===== src/design/alld_pkg.sv =====
`default_nettype none
package alld_pkg;

  // Default width of the bit and latch-gap timer
  localparam int TIMER_BITS_DEFAULT = 20;

  // Field widths
  localparam int COLOR_BITS = 8;
  localparam int PIXEL_BITS = 3 * COLOR_BITS;
  localparam int CNT_BITS   = 12;
  localparam int GAP_BITS   = 20;
  localparam int CFG_IDX_BITS  = 3;
  localparam int CFG_DATA_BITS = GAP_BITS;

  // Register indexes on the configuration port
  localparam logic [CFG_IDX_BITS-1:0] REG_ONE_HIGH  = 3'd0;
  localparam logic [CFG_IDX_BITS-1:0] REG_ONE_LOW   = 3'd1;
  localparam logic [CFG_IDX_BITS-1:0] REG_ZERO_HIGH = 3'd2;
  localparam logic [CFG_IDX_BITS-1:0] REG_ZERO_LOW  = 3'd3;
  localparam logic [CFG_IDX_BITS-1:0] REG_LATCH_GAP = 3'd4;

  // Register reset values
  localparam logic [CNT_BITS-1:0] ONE_HIGH_RESET  = 12'd90;
  localparam logic [CNT_BITS-1:0] ONE_LOW_RESET   = 12'd35;
  localparam logic [CNT_BITS-1:0] ZERO_HIGH_RESET = 12'd35;
  localparam logic [CNT_BITS-1:0] ZERO_LOW_RESET  = 12'd90;
  localparam logic [GAP_BITS-1:0] LATCH_GAP_RESET = 20'd1000;

  // Bits per pixel, as loaded into the bit counter
  localparam logic [4:0] BITS_PER_PIXEL = 5'd24;

  // Command codes
  localparam logic CMD_TICK = 1'b0;
  localparam logic CMD_LOAD = 1'b1;

  // Classified word between front and back
  typedef struct packed {
    logic                  is_load;
    logic [PIXEL_BITS-1:0] pixel;
    logic                  last;
  } alld_word_t;

  // Queue status seen by both sides
  typedef struct packed {
    logic full;
    logic valid;
  } alld_q_stat_t;

endpackage
`default_nettype wire


===== src/design/alld_front.sv =====
`default_nettype none
module alld_front
  import alld_pkg::*;
(
  input  wire logic                  clk,
  input  wire logic                  rst,
  input  wire logic                  in_valid,
  output logic                       in_ready,
  input  wire logic                  command,
  input  wire logic [COLOR_BITS-1:0] green,
  input  wire logic [COLOR_BITS-1:0] red,
  input  wire logic [COLOR_BITS-1:0] blue,
  input  wire logic                  last_pixel,
  input  wire alld_q_stat_t          q_stat,
  output logic                       push,
  output alld_word_t                 push_word
);

  // Take a word whenever the queue has room
  assign in_ready = !q_stat.full;
  assign push     = in_valid && !q_stat.full;

  // Classify: loads carry the packed pixel, ticks carry nothing useful
  always_comb begin
    push_word.is_load = (command == CMD_LOAD);
    push_word.pixel   = {green, red, blue};
    push_word.last    = last_pixel;
  end

`ifndef NO_ASSERTIONS
  a_no_push_full: assert property (@(posedge clk) disable iff (rst)
    q_stat.full |-> !push)
    else $error("push into full queue");
`endif

endmodule
`default_nettype wire


===== src/design/alld_queue.sv =====
`default_nettype none
module alld_queue
  import alld_pkg::*;
(
  input  wire logic         clk,
  input  wire logic         rst,
  input  wire logic         push,
  input  wire alld_word_t   push_word,
  input  wire logic         pop,
  output alld_word_t        pop_word,
  output alld_q_stat_t      q_stat
);

  alld_word_t entries [2];
  logic       wr_ptr;
  logic       rd_ptr;
  logic [1:0] count;
  logic       do_push;
  logic       do_pop;

  assign q_stat.full  = (count == 2'd2);
  assign q_stat.valid = (count != 2'd0);
  assign do_push = push && !q_stat.full;
  assign do_pop  = pop && q_stat.valid;
  assign pop_word = entries[rd_ptr];

  // Pointers and fill count
  always_ff @(posedge clk) begin
    if (rst) begin
      wr_ptr <= 1'b0;
      rd_ptr <= 1'b0;
      count  <= 2'd0;
    end else begin
      if (do_push) wr_ptr <= !wr_ptr;
      if (do_pop)  rd_ptr <= !rd_ptr;
      case ({do_push, do_pop})
        2'b10:   count <= count + 2'd1;
        2'b01:   count <= count - 2'd1;
        default: count <= count;
      endcase
    end
  end

  // Storage
  always_ff @(posedge clk) begin
    if (do_push) entries[wr_ptr] <= push_word;
  end

`ifndef NO_ASSERTIONS
  a_count_range: assert property (@(posedge clk) disable iff (rst)
    count != 2'd3)
    else $error("queue count out of range");
  a_ptr_match: assert property (@(posedge clk) disable iff (rst)
    (count == 2'd0 || count == 2'd2) |-> (wr_ptr == rd_ptr))
    else $error("queue pointers disagree with count");
`endif

endmodule
`default_nettype wire


===== src/design/alld_back.sv =====
`default_nettype none
module alld_back
  import alld_pkg::*;
#(
  parameter int TIMER_BITS = TIMER_BITS_DEFAULT
) (
  input  wire logic                     clk,
  input  wire logic                     rst,
  input  wire logic                     cfg_write,
  input  wire logic [CFG_IDX_BITS-1:0]  cfg_index,
  input  wire logic [CFG_DATA_BITS-1:0] cfg_data,
  input  wire alld_q_stat_t             q_stat,
  input  wire alld_word_t               pop_word,
  output logic                          pop,
  output logic                          out_valid,
  input  wire logic                     out_ready,
  output logic                          line_level,
  output logic                          accepted,
  output logic                          buffer_free,
  output logic                          busy_res,
  output logic                          frame_latched
);

  localparam logic [1:0] PH_IDLE  = 2'd0;
  localparam logic [1:0] PH_HIGH  = 2'd1;
  localparam logic [1:0] PH_LOW   = 2'd2;
  localparam logic [1:0] PH_LATCH = 2'd3;

  localparam int CW = (TIMER_BITS > GAP_BITS) ? TIMER_BITS : GAP_BITS;
  localparam logic [CW-1:0] TMAX = CW'({TIMER_BITS{1'b1}});
  localparam logic [TIMER_BITS-1:0] TONE = TIMER_BITS'(1);

  // Zero counts as one tick, oversize clamps to the timer range
  function automatic logic [TIMER_BITS-1:0] tload(input logic [GAP_BITS-1:0] v);
    logic [CW-1:0] w;
    w = CW'(v);
    if (w == '0) w = CW'(1);
    if (w > TMAX) w = TMAX;
    return w[TIMER_BITS-1:0];
  endfunction

  // Configuration registers
  logic [CNT_BITS-1:0] one_high_ticks, one_low_ticks, zero_high_ticks, zero_low_ticks;
  logic [GAP_BITS-1:0] latch_gap_ticks;

  // Engine state
  logic [1:0]            phase, phase_next;
  logic [PIXEL_BITS-1:0] bit_shifter, bit_shifter_next;
  logic [4:0]            bits_remaining, bits_remaining_next;
  logic [TIMER_BITS-1:0] phase_timer, phase_timer_next;
  logic                  frame_ends_after, frame_ends_after_next;
  logic [PIXEL_BITS-1:0] held_pixel, held_pixel_next;
  logic                  held_last, held_last_next;
  logic                  held_valid, held_valid_next;

  logic                  r_level, r_acc, r_busy, r_latched;
  logic [PIXEL_BITS-1:0] shifted;
  logic [4:0]            bits_dec;

  // Step the engine whenever the output register can take a result
  assign pop = q_stat.valid && (!out_valid || out_ready);

  always_ff @(posedge clk) begin
    if (rst) begin
      one_high_ticks  <= ONE_HIGH_RESET;
      one_low_ticks   <= ONE_LOW_RESET;
      zero_high_ticks <= ZERO_HIGH_RESET;
      zero_low_ticks  <= ZERO_LOW_RESET;
      latch_gap_ticks <= LATCH_GAP_RESET;
    end else if (cfg_write) begin
      case (cfg_index)
        REG_ONE_HIGH:  one_high_ticks  <= cfg_data[CNT_BITS-1:0];
        REG_ONE_LOW:   one_low_ticks   <= cfg_data[CNT_BITS-1:0];
        REG_ZERO_HIGH: zero_high_ticks <= cfg_data[CNT_BITS-1:0];
        REG_ZERO_LOW:  zero_low_ticks  <= cfg_data[CNT_BITS-1:0];
        REG_LATCH_GAP: latch_gap_ticks <= cfg_data;
        default: ;
      endcase
    end
  end

  // One word of work: a load fills the buffer if it is empty, a tick advances the waveform
  always_comb begin
    phase_next            = phase;
    bit_shifter_next      = bit_shifter;
    bits_remaining_next   = bits_remaining;
    phase_timer_next      = phase_timer;
    frame_ends_after_next = frame_ends_after;
    held_pixel_next       = held_pixel;
    held_last_next        = held_last;
    held_valid_next       = held_valid;
    r_level   = 1'b0;
    r_acc     = 1'b0;
    r_busy    = 1'b0;
    r_latched = 1'b0;
    shifted   = '0;
    bits_dec  = '0;

    if (pop_word.is_load) begin
      if (!held_valid) begin
        held_pixel_next = pop_word.pixel;
        held_last_next  = pop_word.last;
        held_valid_next = 1'b1;
        r_acc           = 1'b1;
      end
      r_level = (phase == PH_HIGH);
      r_busy  = (phase != PH_IDLE);
    end else begin
      // Waiting pixel starts now, and this tick already drives high
      if (phase == PH_IDLE && held_valid) begin
        bit_shifter_next      = held_pixel;
        frame_ends_after_next = held_last;
        held_valid_next       = 1'b0;
        bits_remaining_next   = BITS_PER_PIXEL;
        phase_next            = PH_HIGH;
        phase_timer_next      = tload(held_pixel[PIXEL_BITS-1] ?
                                      {8'd0, one_high_ticks} : {8'd0, zero_high_ticks});
      end
      case (phase_next)
        PH_HIGH: begin
          r_level = 1'b1;
          r_busy  = 1'b1;
          if (phase_timer_next == TONE) begin
            phase_next       = PH_LOW;
            phase_timer_next = tload(bit_shifter_next[PIXEL_BITS-1] ?
                                     {8'd0, one_low_ticks} : {8'd0, zero_low_ticks});
          end else begin
            phase_timer_next = phase_timer_next - TONE;
          end
        end
        PH_LOW: begin
          r_busy   = 1'b1;
          shifted  = {bit_shifter[PIXEL_BITS-2:0], 1'b0};
          bits_dec = (bits_remaining != 5'd0) ? bits_remaining - 5'd1 : 5'd0;
          if (phase_timer == TONE) begin
            bit_shifter_next    = shifted;
            bits_remaining_next = bits_dec;
            if (bits_dec != 5'd0) begin
              phase_next       = PH_HIGH;
              phase_timer_next = tload(shifted[PIXEL_BITS-1] ?
                                       {8'd0, one_high_ticks} : {8'd0, zero_high_ticks});
            end else if (frame_ends_after) begin
              phase_next       = PH_LATCH;
              phase_timer_next = tload(latch_gap_ticks);
            end else if (held_valid) begin
              bit_shifter_next      = held_pixel;
              frame_ends_after_next = held_last;
              held_valid_next       = 1'b0;
              bits_remaining_next   = BITS_PER_PIXEL;
              phase_next            = PH_HIGH;
              phase_timer_next      = tload(held_pixel[PIXEL_BITS-1] ?
                                            {8'd0, one_high_ticks} : {8'd0, zero_high_ticks});
            end else begin
              phase_next       = PH_IDLE;
              phase_timer_next = '0;
            end
          end else begin
            phase_timer_next = phase_timer - TONE;
          end
        end
        PH_LATCH: begin
          r_busy = 1'b1;
          phase_timer_next = phase_timer - TONE;
          if (phase_timer == TONE) begin
            r_latched             = 1'b1;
            phase_next            = PH_IDLE;
            frame_ends_after_next = 1'b0;
          end
        end
        default: ;
      endcase
    end
  end

  // Engine state registers
  always_ff @(posedge clk) begin
    if (rst) begin
      phase            <= PH_IDLE;
      bit_shifter      <= '0;
      bits_remaining   <= '0;
      phase_timer      <= '0;
      frame_ends_after <= 1'b0;
      held_last        <= 1'b0;
      held_valid       <= 1'b0;
    end else if (pop) begin
      phase            <= phase_next;
      bit_shifter      <= bit_shifter_next;
      bits_remaining   <= bits_remaining_next;
      phase_timer      <= phase_timer_next;
      frame_ends_after <= frame_ends_after_next;
      held_last        <= held_last_next;
      held_valid       <= held_valid_next;
    end
  end

  // Held pixel payload, no reset
  always_ff @(posedge clk) begin
    if (pop) held_pixel <= held_pixel_next;
  end

  // Output register
  always_ff @(posedge clk) begin
    if (rst) begin
      out_valid <= 1'b0;
    end else if (pop) begin
      out_valid <= 1'b1;
    end else if (out_ready) begin
      out_valid <= 1'b0;
    end
  end

  always_ff @(posedge clk) begin
    if (pop) begin
      line_level    <= r_level;
      accepted      <= r_acc;
      buffer_free   <= !held_valid_next;
      busy_res      <= r_busy;
      frame_latched <= r_latched;
    end
  end

`ifndef NO_ASSERTIONS
  a_bits_live: assert property (@(posedge clk) disable iff (rst)
    (phase == PH_HIGH || phase == PH_LOW) |-> (bits_remaining != 5'd0))
    else $error("bit phase with no bits left");
  a_latch_marked: assert property (@(posedge clk) disable iff (rst)
    (phase == PH_LATCH) |-> frame_ends_after)
    else $error("latch gap without last pixel");
  a_timer_live: assert property (@(posedge clk) disable iff (rst)
    (phase != PH_IDLE) |-> (phase_timer != '0))
    else $error("timer expired in active phase");
  a_latch_busy: assert property (@(posedge clk) disable iff (rst)
    (out_valid && frame_latched) |-> busy_res)
    else $error("latch pulse while not busy");
  a_acc_fills: assert property (@(posedge clk) disable iff (rst)
    (out_valid && accepted) |-> !buffer_free)
    else $error("accepted load left buffer free");
`endif

endmodule
`default_nettype wire


===== src/design/addressable_led_line_driver_unit.sv =====
// Addressable LED line driver: single-wire serial encoder for LED strings.
// Input channel (in_valid/in_ready): one word per command. A load word
// (command = 1) offers a pixel (green, red, blue, last_pixel) to a one-entry
// holding buffer; a tick word (command = 0) stands for one period of the
// data line. Every word yields exactly one result word on the output
// channel (out_valid/out_ready): line level, accepted, buffer_free, busy_res
// and frame_latched.
// Each taken word is written into the queue; its result is then held in
// the output register. Throughput: one word per cycle while out_ready is
// high; a two-entry queue separates the input side from the engine.
// When the receiver stalls, the output register holds its result and the
// queue fills; in_ready drops once it is full, and no word is lost.
// The user writes timing registers via cfg_write/cfg_index/cfg_data only
// while idle, which the block does not enforce; other indexes are ignored.
// Reset (rst, synchronous): line idle low, buffer empty, queue empty,
// timing registers back at their defaults.
`default_nettype none
module addressable_led_line_driver_unit
  import alld_pkg::*;
#(
  parameter int TIMER_BITS = TIMER_BITS_DEFAULT
) (
  input  wire logic                     clk,
  input  wire logic                     rst,
  input  wire logic                     in_valid,
  output logic                          in_ready,
  input  wire logic                     command,
  input  wire logic [COLOR_BITS-1:0]    green,
  input  wire logic [COLOR_BITS-1:0]    red,
  input  wire logic [COLOR_BITS-1:0]    blue,
  input  wire logic                     last_pixel,
  output logic                          out_valid,
  input  wire logic                     out_ready,
  output logic                          line_level,
  output logic                          accepted,
  output logic                          buffer_free,
  output logic                          busy_res,
  output logic                          frame_latched,
  input  wire logic                     cfg_write,
  input  wire logic [CFG_IDX_BITS-1:0]  cfg_index,
  input  wire logic [CFG_DATA_BITS-1:0] cfg_data
);

  alld_q_stat_t q_stat;
  alld_word_t   push_word;
  alld_word_t   pop_word;
  logic         push;
  logic         pop;

  alld_front u_front (
    .clk        (clk),
    .rst        (rst),
    .in_valid   (in_valid),
    .in_ready   (in_ready),
    .command    (command),
    .green      (green),
    .red        (red),
    .blue       (blue),
    .last_pixel (last_pixel),
    .q_stat     (q_stat),
    .push       (push),
    .push_word  (push_word)
  );

  alld_queue u_queue (
    .clk       (clk),
    .rst       (rst),
    .push      (push),
    .push_word (push_word),
    .pop       (pop),
    .pop_word  (pop_word),
    .q_stat    (q_stat)
  );

  alld_back #(
    .TIMER_BITS (TIMER_BITS)
  ) u_back (
    .clk           (clk),
    .rst           (rst),
    .cfg_write     (cfg_write),
    .cfg_index     (cfg_index),
    .cfg_data      (cfg_data),
    .q_stat        (q_stat),
    .pop_word      (pop_word),
    .pop           (pop),
    .out_valid     (out_valid),
    .out_ready     (out_ready),
    .line_level    (line_level),
    .accepted      (accepted),
    .buffer_free   (buffer_free),
    .busy_res      (busy_res),
    .frame_latched (frame_latched)
  );

endmodule
`default_nettype wire


===== config.mk =====
export PLATFORM = sky130hd
export DESIGN_NAME = addressable_led_line_driver_unit
export DESIGN_NICKNAME = d
export VERILOG_FILES = /design/src/design/alld_pkg.sv /design/src/design/alld_front.sv /design/src/design/alld_queue.sv /design/src/design/alld_back.sv /design/src/design/addressable_led_line_driver_unit.sv
export SDC_FILE = /design/constraint.sdc
export NUM_CORES = 1
export LEC_CHECK = 0
export BUFFER_PORTS_ARGS = -buffer_cell sky130_fd_sc_hd__buf_2
export CELL_PAD_IN_SITES_DETAIL_PLACEMENT = 0
export CELL_PAD_IN_SITES_GLOBAL_PLACEMENT = 1
export CORE_MARGIN = 2
export CORE_UTILIZATION = 51
export DETAILED_ROUTE_END_ITERATION = 7
export GPL_TIMING_DRIVEN = 0
export PLACE_DENSITY_LB_ADDON = 0.12
export SLEW_MARGIN = 40
export SYNTH_ARGS = -nofsm -noshare
export SYNTH_HDL_FRONTEND = slang
export SYNTH_SLANG_ARGS = --single-unit

===== constraint.sdc =====
create_clock -name clk -period 8.9 [get_ports clk]
set_clock_uncertainty 0.2 [all_clocks]
set_input_delay 1.78 -clock clk [delete_from_list [all_inputs] [get_ports clk]]
set_output_delay 1.78 -clock clk [all_outputs]
set_load 0.05 [all_outputs]

==> metrics.yaml, run 1 <==
critical_path:
  endpoint_kind: "flip-flop"
  cp-start-kind: "flip-flop"
  path_common_cell: "clkbuf_1"
  critical_path.slowest_cell: "mux2i_1"
  cpPeakStageDelay_ns: 0.64
  cp.required_ns: 9.12
  cp.arrival_ns: 4.41
  path_buf_inv: 3
  cp_max_fo: 10
  critPathKind: "flip-flop to flip-flop"
  crit_chain: "clkbuf_1, mux2i_1, nand3_1, nor2_1, clkbuf_1, buf_1, o221ai_1, o2bb2ai_1"
  crit_family: "buffers and inverters"
yosys:
  synth_top_area_share_pct: 25.1
  synthArstFlopShare_pct: 0
  syn_inst: 1102
  syn_area_per_cell_um2: 9.26
  synthFlopType: "dfxtp_1"
  yosysSeqAreaShare_pct: 49.0
  syn_nets: 1161
  ys_seq_elements: 209
  yosys_warnings: 0
  syn_area_um2: 10200
  yosysTopAreaCell: "dfxtp_1"
  ys_top_cells_by_area: "dfxtp_1, edfxtp_1, nand2_1, a21oi_1, nor2_1"
  synth_cell_types: 73
  synth_edf_count: 81
clock_tree:
  path_clk_slew_ns: 0.06
  h-tree-depth: 1
  clockBufferDepth: 3
  cts_buffers: 23
  cts_tree: "yes"
  clock-root-buffer: "clkbuf_16"
  post_cts_buffers: 0
  clock_sinks: 209
  cts_resized: 0
  clk_latency_ns: 0.53
  hold_buffers: 0
floorplan:
  core-area_um2: 19500
  start_util_pct: 52.2
  die_width_um: 145
  fp-row-count: 51
  die_area_um2: 21100
  ios: 61
  die_h_um: 145
detailed_routing:
  post-route-drc-count: 0
  drtIter0Drc: 810
  wirelength_mm: 30.8
  viasPerCell: 6.05
  vias: 8928
  ant_nets: 0
  wire_per_inst_um: 20.9
  first_pass_iters: 6
timing:
  rsz0062_at_grt: "no"
  fin_crit_ns: 4.19
  slew_violations: 0
  worst_slack_ns: 4.71
  tightest_slew_ns: 0.861
  finalHoldViolCount: 0
  tns_ns: 0
  maxSlewHeadroom_pct: 42.0
  clock.fmax_mhz: 239
  min_period_over_period_pct: 47.0
  setup_viol: 0
outcome:
  status: "finished clean"
pwr:
  clockPowerShare_pct: 27.6
  vdd_drop_max_uv: 218
  switchingPower_uw: 1320
  switching_share_pct: 37.6
  power_density_nw_per_um2: 300
  p_comb_share_pct: 37.9
  p_seq_share_pct: 34.5
  internal_power_uw: 2180
  p_leak_uw: 0.00415
final_layout:
  area_delta_synth_final_pct: 14.4
  final_cell_mix: "nand2_1, dfxtp_1, nor2_1"
  fin_area_um2: 11700
  nets: 1251
  fin_util_pct: 59.8
  drive_above_1_share_pct: 13.8
  layout.cells.most_common: "nand2_1"
global_routing:
  grtUsageTotal_pct: 28.7
  antenna_found_initial: 1
  grt_pass1_vias: 8377
  gr-total-overflow: 0
  grt_pass1_wl_mm: 47.5
  grt_max_degree: 27
run:
  drv_cap: 0
placed_design:
  io_buffers: 59
  placed_area_um2: 10900
  dp_worst_setup_slack_ns: 4.30
  dpl.hpwl_mm: 22.6
  routabilityCongestion: 0.976
worst_hold_path:
  hold_path.class: "flip-flop to flip-flop"
## metrics by stage
stage | hold slack (ns) | instances | power (uW)
floorplan | 0.232 | 1102 | 2160
global placement | 0.244 | 1426 | 2500
detailed placement | 0.248 | 1432 | 2520
CTS | 0.256 | 1474 | 3490
global route | 0.284 | 1474 | 3670
finish | 0.255 | 1475 | 3500
## logic make-up after synthesis
group	after synthesis	share of synthesized area (%)
buffers and inverters	86	3.45
adder cells (fa/ha/maj)	5	0.613
XOR/XNOR	23	1.98
AND/OR/NAND/NOR	440	20.6
multiplexers	66	6.84
AO/OA/AOI/OAI	273	17.6
flip-flops	209	49.0
## cells in the mapped netlist, drive strengths merged (12+ instances only)
cell type / count
edfxtp: 81
nor3: 29
mux2: 30
xnor2: 14
nor4: 16
and3: 13
o22ai: 25
o211ai: 12
o21ai: 40
nand2: 185
nand3: 19
mux2i: 36
a21oi: 89
clkbuf: 62
buf: 13
a211oi: 39
nand3b: 23
dfxtp: 128
nor2: 99
## power by group through the flow
stage | combinational, uW | clock [uW] | sequential [uW]
2_1_floorplan | 916 | 0 | 1250
3_3_place_gp | 1270 | 0 | 1230
3_5_place_dp | 1290 | 0 | 1220
4_1_cts | 1300 | 981 | 1210
5_1_grt | 1430 | 1020 | 1220
6_report | 1320 | 967 | 1210
## tightest hold or removal path: cells and delay by family (launching register included)
kind,cells,cell delay (ns)
AND/OR/NAND/NOR,1,0.05
flip-flops,1,0.31
AO/OA/AOI/OAI,1,0.05
## sequential cells by signal, indices dropped and copies added, names as in the netlist, named ones only
name	cells
u_queue.entries	52
u_back.bit_shifter	24
u_back.held_pixel	24
u_back.latch_gap_ticks	20
u_back.phase_timer	20
u_back.one_high_ticks	12
u_back.one_low_ticks	12
u_back.zero_high_ticks	12
u_back.zero_low_ticks	12
u_back.bits_remaining	5
u_back.phase	2
u_queue.count	2
u_back.accepted	1
u_back.buffer_free	1
u_back.busy_res	1
u_back.frame_ends_after	1
u_back.frame_latched	1
u_back.held_last	1
u_back.held_valid	1
u_back.line_level	1
u_back.out_valid	1
u_queue.rd_ptr	1
u_queue.wr_ptr	1
## path summary, 6_finish.rpt
path / slack (ns) / from / cells after the start / end
worst min register to register: 0.25 / u_back.bit_shifter[23] / 2 / u_back.bit_shifter[23]
worst max register to register: 4.71 / flip-flop / 8 / u_back.phase_timer[9]
worst min-delay path: 0.25 / u_back.bit_shifter[23] / 2 / u_back.bit_shifter[23]
worst max-delay path: 4.71 / flip-flop / 8 / u_back.phase_timer[9]
## layer usage
layer	vias up	share of wire [%]	GRT usage, %
li1	4240	-	-
met1	4194	45	41.9
met2	414	42	42.0
met3	80	8.7	5.61
met4	0	4.4	11.8
met5	-	0	0
## final cells by class
cell class / instances / area, um^2
Sequential cell: 209 / 4990
Antenna cell: 1 / 2.50
Clock buffer: 28 / 626
Buffer: 75 / 314
Fill cell: 1770 / 7860
Tap cell: 265 / 332
Timing Repair Buffer: 65 / 335
Clock inverter: 14 / 150
Multi-Input combinational cell: 807 / 4870
Inverter: 11 / 41.3
Note: power is estimated with default switching activity, not from simulation.
==> run 2: changes to the inputs <==
--- a/config.mk
+++ b/config.mk
@@ -9,7 +9,7 @@
 export CELL_PAD_IN_SITES_DETAIL_PLACEMENT = 0
 export CELL_PAD_IN_SITES_GLOBAL_PLACEMENT = 1
 export CORE_MARGIN = 2
-export CORE_UTILIZATION = 51
+export CORE_UTILIZATION = 43
 export DETAILED_ROUTE_END_ITERATION = 7
 export GPL_TIMING_DRIVEN = 0
 export PLACE_DENSITY_LB_ADDON = 0.12
==> constraint.sdc (replaced) <==
create_clock -name clk -period 3.5 [get_ports clk]
set_clock_uncertainty 0.2 [all_clocks]
set_input_delay 0.7 -clock clk [delete_from_list [all_inputs] [get_ports clk]]
set_output_delay 0.7 -clock clk [all_outputs]
set_load 0.05 [all_outputs]
==> metrics.yaml, run 2 (same netlist as run 1, synthesis figures left out) <==
global_routing:
  antenna_found_initial: 0  # -1
  grt_max_degree: 27  # unchanged
  grt_use_met3_pct: 3.67  # -1.9 points
  gr-total-overflow: 0  # unchanged
  grt_use_met1_pct: 38.1  # -3.8 points
  grt_util_met2_pct: 38.8  # -3.2 points
  grt_pass1_wl_mm: 49.2  # +3.4%
  busiest_layer: "met2"
  grt_pass1_vias: 8214  # -1.9%
  grtUsageTotal_pct: 25.9  # -2.8 points
floorplan:
  die_h_um: 158  # +8.7%
  fp-row-count: 56  # +9.8%
  ios: 61  # unchanged
  die_area_um2: 25000  # +18%
  core-area_um2: 23400  # +20%
  start_util_pct: 43.6  # -8.7 points
  die_width_um: 158  # +8.7%
pwr:
  power_density_nw_per_um2: 762  # +150%
  p_leak_uw: 0.00421  # +1.3%
  vdd_drop_max_uv: 433  # +98%
  power_uw: 9060  # +160%
clock_tree:
  h-tree-depth: 1  # unchanged
  clockBufferDepth: 3  # unchanged
  clk_latency_ns: 0.54  # about the same
  path_clk_slew_ns: 0.06  # about the same
  clock_sinks: 209  # unchanged
  cts_tree: "yes"
  clock-root-buffer: "clkbuf_16"
  cts_buffers: 24  # +4.3%
critical_path:
  cp_max_fo: 10  # unchanged
  critical_path.slowest_cell: "mux2i_4"
  worstReg2RegEnd: "u_back.phase_timer[9]"
  reg2regPathDepth: 8  # unchanged
  cp.required_ns: 3.72  # -5.40 ns
  critPathKind: "flip-flop to flip-flop"
  cpPeakStageDelay_ns: 0.46  # -0.18 ns
  cp.arrival_ns: 3.54  # -0.87 ns
  endpoint_kind: "flip-flop"
  crit_family: "buffers and inverters"
  r2r_slack_ns: 0.18  # -4.54 ns
  cp-start-kind: "flip-flop"
  path_buf_inv: 3  # unchanged
  crit_chain: "clkbuf_1, mux2i_4, nand3_1, nor2_2, clkbuf_2, buf_2, o221ai_1, o2bb2ai_1"
worst_hold_path:
  hold_path.class: "input pin to flip-flop"
  hp-start: "green[7]"
  whs_endpoint: "u_queue.entries[1][24]"
  holdPathStages: 1  # -1
timing:
  rsz0062_at_grt: "no"
  tightest_slew_ns: 0.906  # +0.0447 ns
  min_period_over_period_pct: 95.0  # +48 points
  fin_crit_ns: 3.32  # -0.862 ns
  clock.fmax_mhz: 301  # +26%
  finalHoldViolCount: 0  # unchanged
  maxSlewHeadroom_pct: 39.0  # -3.0 points
  slew_violations: 0  # unchanged
  setup_viol: 0  # unchanged
final_layout:
  antenna_cells: 0  # -1
  fin_area_um2: 11900  # +1.8%
  area_delta_synth_final_pct: 16.5
  top_register: "u_queue.entries"
  top_regs: "u_queue.entries (52), u_back.bit_shifter (24), u_back.held_pixel (24)"
  largest_reg_flops: 52  # unchanged
  drive_above_1_share_pct: 15.0  # +1.2 points
  layout.cells.most_common: "nand2_1"
  final_cell_mix: "nand2_1, dfxtp_1, nor2_1"
  nets: 1254  # +0.24%
  fill_cells: 2332  # +32%
detailed_routing:
  drtIter0Drc: 834  # +3.0%
  first_pass_iters: 5  # -1
  post-route-drc-count: 0  # unchanged
  wire_per_inst_um: 21.2  # +1.3%
  vias: 8865  # -0.71%
  viasPerCell: 5.79  # -4.3%
  ant_nets: 0  # unchanged
  wirelength_mm: 32.4  # +5.2%
run:
  drv_cap: 0  # unchanged
placed_design:
  routabilityCongestion: 0.965  # -1.1%
  io_buffers: 59  # unchanged
  placed_area_um2: 11000  # +0.63%
  dpl.hpwl_mm: 23.7  # +4.8%
outcome:
  status: "finished clean"
-- run 2: cell types whose count changed in the layout (fill, tap and decap cells not counted), sizes merged --
cell	previous run	this run
clkbuf	90	101
clkinv	8	1
buf	78	80
bufinv	2	1
clkinvlp	2	1
diode	1	0
inv	13	12
-- run 2: cell type report --
type                            instances  area, um^2  share of cell area [%]
Multi-Input combinational cell        807        4960                    41.7
Tap cell                              319         399                    3.36
Sequential cell                       209        4990                    42.0
Inverter                               11        41.3                   0.347
Buffer                                 74         322                    2.71
Timing Repair Buffer                   68         370                    3.12
Clock buffer                           39         737                    6.20
Clock inverter                          4        60.1                   0.505
-- run 2: worst max-delay path by stage --
stage | start | to | slack [ns] | depth (start not counted)
CTS | u_back.held_valid | u_back.phase_timer[14] | 0.03 | 12
global placement | flip-flop | u_back.phase_timer[9] | -0.78 | 8
finish | flip-flop | u_back.phase_timer[9] | 0.18 | 8
detailed placement | flip-flop | u_back.phase_timer[9] | -0.83 | 8
floorplan | out_ready | u_back.held_pixel[0] | 0.60 | 2
global route | flip-flop | u_back.phase_timer[9] | 0.0006 | 8
-- run 2: stage by stage --
step / instances / setup TNS, ns / hold slack (ns) / utilization [%] / setup WS [ns]
global route: 1531 / 0 / 0.153 / 50.8 / 0.000567
global placement: 1480 / -21.18 / 0.246 / 46.6 / -0.776
detailed placement: 1484 / -9.81 / 0.249 / 46.8 / -0.834
CTS: 1529 / 0 / 0.142 / 50.4 / 0.0336
floorplan: 1102 / 0 / 0.232 / - / 0.600
finish: 1531 / 0 / 0.157 / 50.8 / 0.176
-- run 2: where the power goes --
group / internal [uW] / leakage [uW] / total, uW / switching [uW]
Combinational: 1250 / 0.00203 / 3480 / 2230
Clock: 1510 / 0.000387 / 2520 / 1010
Sequential: 2910 / 0.00179 / 3070 / 156
-- run 2: what timing repair did --
action,in CTS,in global routing
endpoints found under the hold margin,0,0
pin swaps,0,2
setup endpoints to repair,22,24
cloned,0,0
hold buffers,0,0
resized for setup,8,15
buffers inserted,2,3
-- run 2: layer usage --
layer,share of wire (%),routed length (um)
met1,47,15400
met2,43,14000
met3,6.0,1930
met4,3.6,1170
met5,0,0
-- run 2: worst reg2reg max path, cell delays in order, from the launching register on --
cell and delay, ns:
dfxtp_1 0.30, clkbuf_1 0.43, mux2i_4 0.46, nand3_1 0.36
nor2_2 0.36, clkbuf_2 0.35, buf_2 0.39, o221ai_1 0.21
o2bb2ai_1 0.16
==> run 3: changes to the inputs <==
--- a/config.mk
+++ b/config.mk
@@ -8,6 +8,7 @@
 export BUFFER_PORTS_ARGS = -buffer_cell sky130_fd_sc_hd__buf_2
 export CELL_PAD_IN_SITES_DETAIL_PLACEMENT = 0
 export CELL_PAD_IN_SITES_GLOBAL_PLACEMENT = 1
+export CORE_ASPECT_RATIO = 1.4
 export CORE_MARGIN = 2
 export CORE_UTILIZATION = 43
 export DETAILED_ROUTE_END_ITERATION = 7
==> metrics.yaml, run 3 (same netlist as run 1, synthesis figures left out) <==
pwr:
  power_density_nw_per_um2: 765  # +0.35%
  p_leak_uw: 0.00416  # -1.1%
  vdd_drop_max_uv: 510  # +18%
floorplan:
  die_area_um2: 25000  # about the same
  fp-row-count: 66  # +18%
  die_h_um: 186  # +18%
  die_width_um: 134  # -15%
  core-area_um2: 23300  # -0.49%
  ios: 61  # unchanged
  start_util_pct: 43.8  # +0.22 points
final_layout:
  area_delta_synth_final_pct: 15.6
  fin_cells: 1512  # -1.2%
  nets: 1249  # -0.40%
  largest_reg_flops: 52  # unchanged
  top_register: "u_queue.entries"
  layout.area.seq_um2: 5000  # about the same
  fill_cells: 2298  # -1.5%
  final_cell_mix: "nand2_1, dfxtp_1, nor2_1"
  layout.cells.most_common: "nand2_1"
  multi_input_area_um2: 4960  # about the same
  fin_area_um2: 11800  # -0.77%
  top_regs: "u_queue.entries (52), u_back.bit_shifter (24), u_back.held_pixel (24)"
  drive_above_1_share_pct: 14.9  # -0.091 points
  antenna_cells: 0  # unchanged
critical_path:
  cp.required_ns: 3.74  # +0.02 ns
  cp_max_fo: 11  # +1
  endpoint_kind: "flip-flop"
  worstSetupStartpoint: "u_back.held_valid"
  endpoint: "u_back.phase_timer[19]"
  cp-start-kind: "flip-flop"
  r2r_slack_ns: 0.12  # -0.06 ns
  critPathKind: "flip-flop to flip-flop"
  worstReg2RegEnd: "u_back.phase_timer[19]"
  rr_startpoint: "u_back.held_valid"
  reg2regPathDepth: 7  # -1
  cp.arrival_ns: 3.62  # +0.08 ns
clock_tree:
  h-tree-depth: 1  # unchanged
  clk_latency_ns: 0.51  # -0.03 ns
  clock-root-buffer: "clkbuf_16"
  clock_sinks: 209  # unchanged
  clockBufferDepth: 3  # unchanged
  cts_buffers: 22  # -8.3%
  cts_tree: "yes"
  path_clk_slew_ns: 0.06  # about the same
worst_hold_path:
  hp-start: "blue[5]"
  hold_path.class: "input pin to flip-flop"
placed_design:
  numPlacedInstances: 1471  # -0.88%
  placed_area_um2: 10900  # -0.16%
  io_buffers: 59  # unchanged
  routabilityCongestion: 0.968  # +0.39%
  dpl.hpwl_mm: 24.7  # +4.5%
global_routing:
  antenna_found_initial: 0  # unchanged
  grt_pass1_wl_mm: 50.6  # +3.0%
  grt_pass1_vias: 8762  # +6.7%
  gr-total-overflow: 0  # unchanged
  grtUsageTotal_pct: 26.6  # +0.62 points
  grt_max_degree: 27  # unchanged
detailed_routing:
  ant_nets: 0  # unchanged
  vias: 8839  # -0.29%
  first_pass_iters: 5  # unchanged
  post-route-drc-count: 0  # unchanged
  wire_per_inst_um: 21.9  # +3.3%
  viasPerCell: 5.85  # +0.96%
  wirelength_mm: 33.1  # +2.0%
  drtIter0Drc: 574  # -31%
timing:
  fin_crit_ns: 3.38  # +0.0565 ns
  tightest_slew_ns: 0.898  # -0.00750 ns
  rsz0062_at_grt: "no"
  clock.fmax_mhz: 296  # -1.7%
  maxSlewHeadroom_pct: 39.5  # +0.51 points
  slew_violations: 0  # unchanged
  setup_viol: 0  # unchanged
  finalHoldViolCount: 0  # unchanged
  min_period_over_period_pct: 96.6  # +1.6 points
run:
  drv_cap: 0  # unchanged
outcome:
  status: "finished clean"
[run 3: through the flow]
| step | power, uW | setup TNS [ns] | util [%] | hold slack, ns | setup WS (ns) |
|---|---|---|---|---|---|
| floorplan | 5500 | 0 | - | 0.232 | 0.600 |
| global placement | 6470 | -22.99 | 46.7 | 0.252 | -0.650 |
| detailed placement | 6510 | -10.23 | 47.0 | 0.260 | -0.708 |
| CTS | 9020 | 0 | 50.4 | 0.161 | 0.0129 |
| global route | 9480 | 0 | 50.6 | 0.163 | 0.00302 |
| finish | 9020 | 0 | 50.6 | 0.177 | 0.119 |
[run 3: repair_timing]
item / CTS / global route
gates cloned: 0 / 0
hold buffers: 0 / 0
gates resized for setup: 11 / 8
buffers inserted: 3 / 0
endpoints found under the setup margin: 43 / 41
pin swaps: 0 / 1
[run 3: worst min path at each step]
stage / to / slack, ns / depth (start not counted)
after floorplan: u_back.bit_shifter[0] / 0.23 / 2
final: u_queue.entries[1][6] / 0.18 / 1
after CTS: u_queue.entries[0][6] / 0.16 / 1
after global routing: u_queue.entries[0][8] / 0.16 / 1
after detailed placement: u_back.bit_shifter[0] / 0.26 / 2
after global placement: u_back.bit_shifter[0] / 0.25 / 2
[run 3: report_power, final]
part	internal, uW	switching [uW]
clock network	1450	979
registers	2910	178
logic	1240	2270
total	5600	3420
[run 3: worst max-delay path, cell delays in order (launching register included)]
cell and delay (ns):
dfxtp_1 0.45, or3b_2 0.63, or3b_2 0.54, a22oi_4 0.24, nor4b_4 0.60, a31oi_1 0.16
a311o_1 0.36, a21oi_2 0.13
[run 3: cell type report]
type	instances	area share [%]
Buffer	73	2.66
Sequential cell	209	42.4
Clock buffer	29	5.16
Tap cell	306	3.25
Inverter	11	0.350
Clock inverter	11	1.17
Timing Repair Buffer	66	3.01
Multi-Input combinational cell	807	42.0
[run 3: routing by layer]
metal / up-vias / routed length, um / track usage [%] / part of all wire (%)
met5: - / 0 / 0 / 0
met4: 0 / 1670 / 13.3 / 5.1
met3: 93 / 1540 / 3.50 / 4.6
met2: 282 / 17100 / 49.0 / 52
met1: 4228 / 12700 / 30.0 / 38
li1: 4236 / - / - / -
